==> config.mk <==
export PLATFORM = sky130hd
export DESIGN_NAME = sipc_div
export DESIGN_NICKNAME = d
export VERILOG_FILES = /design/src/sipc_pkg.sv /design/src/sipc_div.sv
export SDC_FILE = /design/constraint.sdc
export NUM_CORES = 2
export LEC_CHECK = 0
export ABC_AREA = 1
export ABC_CLOCK_PERIOD_IN_PS = 3000
export BUFFER_PORTS_ARGS = -buffer_cell sky130_fd_sc_hd__buf_4
export CORE_MARGIN = 2
export CORE_UTILIZATION = 50
export CTS_CLUSTER_DIAMETER = 150
export DETAILED_ROUTE_END_ITERATION = 10
export HOLD_SLACK_MARGIN = 0.08
export PLACE_DENSITY = 0.75
export REMOVE_ABC_BUFFERS = 1
export SYNTH_ARGS = -nofsm -noshare
export SYNTH_HDL_FRONTEND = slang
export SYNTH_SLANG_ARGS = --single-unit
==> constraint.sdc <==
create_clock -name clk_i -period 3 [get_ports clk_i]
set_clock_uncertainty 0.2 [all_clocks]
set_input_delay 0.15 -clock clk_i [delete_from_list [all_inputs] [get_ports clk_i]]
set_output_delay 0.15 -clock clk_i [all_outputs]
set_load 0.02 [all_outputs]
==> src/sipc_pkg.sv <==
`default_nettype none
package sipc_pkg;
  localparam int unsigned COORD_BITS_DEF = 16;
endpackage
`default_nettype wire

==> src/sipc_div.sv <==
`default_nettype none
module sipc_div #(
  parameter int unsigned COORD_BITS = sipc_pkg::COORD_BITS_DEF
) (
  input  logic                              clk_i,
  input  logic                              en_i,
  input  logic                              neg_i,
  input  logic [3*(COORD_BITS+1)-1:0]       mag_i,
  input  logic [2*(COORD_BITS+1)-1:0]       det_i,
  input  logic signed [COORD_BITS-1:0]      s_i,
  output logic signed [COORD_BITS-1:0]      point_o
);
  import sipc_pkg::*;

  localparam int unsigned CB = COORD_BITS;
  localparam int unsigned H  = CB + 1;
  localparam int unsigned W  = 2 * H;
  localparam int unsigned V  = CB + 2;

  logic [W:0]             rem_q [0:CB];
  logic [CB-1:0]          low_q [0:CB];
  logic [CB-1:0]          quo_q [0:CB];
  logic [W-1:0]           det_q [0:CB];
  logic                   neg_q [0:CB];
  logic signed [CB-1:0]   s_q   [0:CB];

  logic [W:0]             tr    [1:CB];
  logic                   ge    [1:CB];
  logic [W:0]             rem_d [1:CB];
  logic [CB-1:0]          quo_d [1:CB];
  logic [CB-1:0]          low_d [1:CB];

  logic signed [V-1:0]    sw;
  logic signed [V-1:0]    qw;
  logic signed [V-1:0]    base;
  logic signed [V-1:0]    res;
  logic                   ra;
  logic signed [CB-1:0]   point_q;

  // one quotient bit per stage
  always_comb begin
    for (int k = 1; k <= CB; k++) begin
      tr[k]    = {rem_q[k-1][W-1:0], low_q[k-1][CB-1]};
      ge[k]    = tr[k] >= {1'b0, det_q[k-1]};
      rem_d[k] = ge[k] ? tr[k] - {1'b0, det_q[k-1]} : tr[k];
      quo_d[k] = {quo_q[k-1][CB-2:0], ge[k]};
      low_d[k] = {low_q[k-1][CB-2:0], 1'b0};
    end
  end

  // floor of the offset magnitude, then truncation of the whole point toward zero
  always_comb begin
    sw = {{(V-CB){s_q[CB][CB-1]}}, s_q[CB]};
    qw = {2'b00, quo_q[CB]};
    ra = rem_q[CB] != '0;
    if (neg_q[CB]) begin
      base = sw - qw;
      res  = (ra && (base - V'(1)) >= 0) ? base - V'(1) : base;
    end else begin
      base = sw + qw;
      res  = (ra && base < 0) ? base + V'(1) : base;
    end
  end

  always_ff @(posedge clk_i) begin
    if (en_i) begin
      rem_q[0] <= mag_i[3*H-1:CB];
      low_q[0] <= mag_i[CB-1:0];
      quo_q[0] <= '0;
      det_q[0] <= det_i;
      neg_q[0] <= neg_i;
      s_q[0]   <= s_i;
      for (int k = 1; k <= CB; k++) begin
        rem_q[k] <= rem_d[k];
        low_q[k] <= low_d[k];
        quo_q[k] <= quo_d[k];
        det_q[k] <= det_q[k-1];
        neg_q[k] <= neg_q[k-1];
        s_q[k]   <= s_q[k-1];
      end
      point_q <= res[CB-1:0];
    end
  end

  assign point_o = point_q;
endmodule
`default_nettype wire

Word level (Yosys, flattened, before mapping). Memories as Yosys holds them, arrays and structs flattened. Cells that the tools add are included.

Add/sub/neg operators: 21. $lt $le $gt $ge: 18. Muxes and demuxes: 21. Reduce and logical (&&, ||, !) cells: 3.

Operator list (number): 35-bit by 34-bit greater-or-equal comparator with 1-bit output (16); 35-bit two-way mux (16); 35-bit by 34-bit subtractor with 35-bit output (16); 16-bit two-way mux (3); 35-bit nonzero test (1); 19-bit by 1-bit greater-or-equal comparator with 1-bit output (second input constant) (1); 18-bit by 2-bit subtractor with 19-bit output (second input constant) (1); 16-bit by 17-bit adder with 18-bit output (1); 18-bit by 1-bit < comparator with 1-bit output (second input constant) (1); 16-bit by 17-bit subtractor with 18-bit output (1); 16-bit by 2-bit adder with 16-bit output (second input constant) (1); 16-bit by 2-bit subtractor with 16-bit output (second input constant) (1); 1-bit logical AND (2); 1-bit two-way mux (2).

Register bits: 16. RAM bits: 2006. Output and inout port bits: 16. Memories kept: 6.

Memories: rem_q (depth 17, bits a word 35, read ports 17, clocked after memory_dff 0, wr ports 17, line sipc_div.sv:20) `logic [W:0] rem_q [0:CB];`; det_q (depth 17, bits a word 34, read ports 16, clocked after memory_dff 0, wr ports 17, line sipc_div.sv:23) `logic [W-1:0] det_q [0:CB];`; low_q (depth 17, bits a word 16, read ports 16, clocked after memory_dff 0, wr ports 17, line sipc_div.sv:21) `logic [CB-1:0] low_q [0:CB];`; quo_q (depth 17, bits a word 16, read ports 17, clocked after memory_dff 0, wr ports 17, line sipc_div.sv:22) `logic [CB-1:0] quo_q [0:CB];`; s_q (depth 17, bits a word 16, read ports 17, clocked after memory_dff 0, wr ports 17, line sipc_div.sv:25) `logic signed [CB-1:0] s_q [0:CB];`; neg_q (depth 17, bits a word 1, read ports 17, clocked after memory_dff 0, wr ports 17, line sipc_div.sv:24) `logic neg_q [0:CB];`.

Longest topological paths before layout. An unclocked memory read counts as a cell.

Depth in word-level cells: 7. Gate-level depth with buffers: 21. Mapped depth without buffers: 21.

Worst setup path before layout. No wires, ideal clock.

Path type: register -> register. From: memory quo_q[0][256] in the netlist's numbering. To: register point_q[1] (netlist: point_o[1]), data pin. Arrival: 2466 ps. Path slack: 78 ps. Stages on the path, launching flop included: 18. Buffers on the path: 1. Clock period less this slack: 2922 ps. Path through: edfxtp_1 -> ha_1 -> inv_1 -> fa_1 -> inv_1 -> ha_1 -> inv_1 -> nor2_4 -> nand3_2 -> nor2_4 -> nand3_2 -> nor2_4 -> nand2_2 -> nand2_4 -> buf_8 -> nand2_1 -> nand3_1 -> nand2_1.

RTL lines: from (decl) (line sipc_div.sv:22); to (signal assigned) (line sipc_div.sv:81) `point_q <= res[CB-1:0];`; to (decl) (line sipc_div.sv:38) `logic signed [CB-1:0] point_q;`.

==> impl_metrics.env <==
export IMPL_status="finished with violations"
export IMPL_violations="design-rule violations, negative setup slack"
export IMPL_drt_iter0_drc=8311
export IMPL_num_vias=80800
export IMPL_fill_cells=14800
export IMPL_setup_tns_ns=-0.852
export IMPL_ys_seq_area_frac=0.540
export IMPL_io_pins=120
export IMPL_netlist_area_mm2=0.0945
export IMPL_synthXorXnorAreaFrac=0.0415
export IMPL_cts_tree="done"
export IMPL_p_sw_frac=0.410
export IMPL_place_ws_ns=-0.336
export IMPL_cts_buffers=182
export IMPL_seq_power_share=0.295
export IMPL_place_congestion=0.968
export IMPL_clock_sinks=1700
export IMPL_synth_edf_count=1700
export IMPL_leakagePower_nw=52.9
export IMPL_drcViolationCount=6
export IMPL_cp_start_kind="flop"
export IMPL_grt_antenna_before_repair=8
export IMPL_finalSetupViolCount=37
export IMPL_port_buffers=118
export IMPL_synth_ff_type="edfxtp_1"
export IMPL_pwr_share_comb=0.526
export IMPL_grt_usage=0.321
export IMPL_p_switching_mw=52.7
export IMPL_ys_ff_latch=1700
export IMPL_synthCells=9896
export IMPL_post_route_util=0.660
export IMPL_grt_pass1_wl_um=466000
export IMPL_period_needed_ns=3.11
export IMPL_slew_headroom=0.363
export IMPL_die_w_um=439
export IMPL_synth_mux_area_frac=0.000119
export IMPL_synth_top_family_by_area="simple AND/OR/NAND/NOR gates"
export IMPL_synth_cell_types=50
export IMPL_arrival_ns=3.59
export IMPL_drv_slew=0
export IMPL_critPathMaxFanout=6
export IMPL_pwr_share_clk=0.180
export IMPL_synthSimpleGateAreaFrac=0.160
export IMPL_grt_ovfl_total=0
export IMPL_setup_slack_ns=-0.111
export IMPL_syn_avg_cell_area_um2=9.54
export IMPL_die_y_um=439
export IMPL_path_class="reg2reg"
export IMPL_hold_viol_final=0
export IMPL_area_delta_synth_final_pct=31.3
export IMPL_crit_required_ns=3.48
export IMPL_crit_path_end_kind="flop"
export IMPL_powerDensity_mw_per_mm2=1030
export IMPL_row_count=159
export IMPL_initial_utilization=0.503
export IMPL_async_flop_share=0
export IMPL_period_share=1.04
export IMPL_fmax_mhz=321
export IMPL_grt_pass1_vias=77000
export IMPL_vias_per_cell=5.55
export IMPL_tightest_slew_ns=0.948
export IMPL_htree_levels=4
export IMPL_routed_wl_um=327000
export IMPL_cts_root_buf="clkbuf_16"
export IMPL_routedWlPerCell_um=22.5
export IMPL_holdWs_ns=0.212
export IMPL_clk_latency_ns=0.86
export IMPL_hp_class="reg2reg"
export IMPL_core_mm2=0.188
export IMPL_synth_fa_ha_area_frac=0.0805
export IMPL_yosysWarnings=0
export IMPL_cap_violations=0
export IMPL_cts_buffer_depth=3
export IMPL_die_area_mm2=0.192
export IMPL_rsz0062_at_grt="yes"
export IMPL_final_layout_size_suffix_gt1_frac=0.237
export IMPL_synth_compound_area_frac=0.114
export IMPL_dp_hpwl_um=246000
export IMPL_fin_nets=12600
export IMPL_dr_pass1_iters=9
export IMPL_grt_max_degree=106
export IMPL_p_int_mw=75.7
export IMPL_peakVddDrop_uv=827
export IMPL_cts_clk_slew_worst_paths_ns=0.07
export IMPL_drtAntennaViolNets=0
==> registers in the layout, summed over array words and instances, names as in the netlist <==
signal,cells
rem_q,579
det_q,544
s_q,272
low_q,136
quo_q,136
neg_q,17
point_o,16
==> cell usage after synthesis, types with 4 or more instances <==
library cell     n  area share
nand4_1        135      0.0089
o221ai_1        10     0.00093
clkbuf_1        34      0.0014
ha_1           579       0.077
a21o_1         150       0.012
o21bai_1       104      0.0083
a211oi_1        21      0.0017
a31o_2           5     0.00046
buf_4            8     0.00064
nand2_1       1643       0.065
fa_1            18      0.0038
inv_2            8     0.00032
a31oi_1         85      0.0056
o21ai_0        396       0.021
xnor2_1        265       0.025
o311ai_0         8     0.00074
nor4_1          21      0.0014
inv_1         1403       0.056
xor2_1         182       0.017
nor2_1        1337       0.053
buf_1            7     0.00028
buf_2           73      0.0039
a221oi_1        18      0.0017
o211ai_1        32      0.0025
and2_1           9     0.00060
a21oi_1       1031       0.055
o21a_1          16      0.0013
edfxtp_1      1700        0.54
nand3b_1        36      0.0029
a21boi_0        37      0.0029
nand3_1        364       0.019
or2_2           12     0.00079
nand2_2          4     0.00026
nor4b_1          4     0.00037
nor3_1         112      0.0059
==> through the flow <==
step	power, mW	cells	area, µm²
after floorplan	68.6	9771	93800
after global placement	95.2	13800	109000
after global routing	135	14600	124000
after detailed placement	95.7	13800	109000
final	128	14600	124000
after CTS	120	14300	118000
==> cells in the final DEF (no fill, tap or decap), types with 38 or more instances in the layout <==
cell type	instances
buf_4	1621
nor2_1	1200
xor2_1	182
nand2_1	1572
ha_2	38
o21ai_1	55
ha_4	118
a31oi_1	71
nor3_1	86
nand3_1	322
a21oi_2	202
o21ai_0	310
dlygate4sd3_1	203
nand4_1	135
inv_1	1374
clkbuf_16	220
edfxtp_1	1700
nor2_2	120
ha_1	423
buf_12	69
xnor2_1	265
nand2_2	65
o21bai_1	89
a21o_1	150
a21oi_1	824
==> cell type report <==
class / instances / area [µm²] / area share
Clock inverter: 128 / 1370 / 0.0110
Timing Repair Buffer: 1950 / 16800 / 0.135
Antenna cell: 4 / 10.0 / 0.0000807
Sequential cell: 1700 / 51000 / 0.412
Inverter: 1414 / 5310 / 0.0428
Multi-Input combinational cell: 6658 / 41700 / 0.336
Tap cell: 2495 / 3120 / 0.0252
Clock buffer: 209 / 4720 / 0.0381
==> layer usage <==
layer | up-vias | global-route usage | share of wire
met5 | - | 0 | 0.000021
met4 | 2 | 0.111 | 0.040
li1 | 38000 | - | -
met1 | 38800 | 0.452 | 0.43
met2 | 3376 | 0.509 | 0.45
met3 | 663 | 0.0463 | 0.071
==> logic make-up (layout without fill, tap and decap cells) <==
family	count (synthesis)	in the layout
compound gates	1921	1921
xor+xnor	447	447
fa+ha+maj	597	597
buf+inv	1539	3701
flops	1700	1700
mux	1	1
other cells	0	4
simple gates	3691	3692
==> power groups by stage <==
stage | logic (mW) | registers [mW] | clock network, mW
5_1_grt | 72.7 | 38.1 | 24.3
3_3_place_gp | 57.5 | 37.7 | 0
6_report | 67.5 | 37.8 | 23.1
4_1_cts | 59.4 | 37.4 | 23.3
3_5_place_dp | 57.9 | 37.8 | 0
2_1_floorplan | 33.0 | 35.6 | 0
==> critical path, stage by stage, from the launching register on <==
cell	delay, ns
edfxtp_1	0.42
ha_1	0.44
nand2_1	0.17
o21ai_1	0.77
nand3_4	0.22
nand3_4	0.27
clkbuf_16	0.20
nor2_1	0.05
a21oi_1	0.19
==> final timing paths <==
| check | startpoint | endpoint | slack, ns | cells after the start |
|---|---|---|---|---|
| setup / recovery | rem_q[0][1]$_DFFE_PP_ | rem_q[0][53]$_DFFE_PP_ | -0.11 | 8 |
| hold / removal | low_q[0][138]$_DFFE_PP_ | low_q[0][155]$_DFFE_PP_ | 0.21 | 0 |
| setup reg to reg | rem_q[0][1]$_DFFE_PP_ | rem_q[0][53]$_DFFE_PP_ | -0.11 | 8 |
| hold reg to reg | low_q[0][138]$_DFFE_PP_ | low_q[0][155]$_DFFE_PP_ | 0.21 | 0 |
==> repair_timing <==
action,CTS,global route
hold buffers,203,0
pin swaps,10,136
gates cloned,2,42
gates resized for setup,132,865
setup endpoints to repair,319,563
endpoints found under the hold margin,1416,0
setup buffers,17,170
No activity file was read; power rests on OpenSTA's default activity.
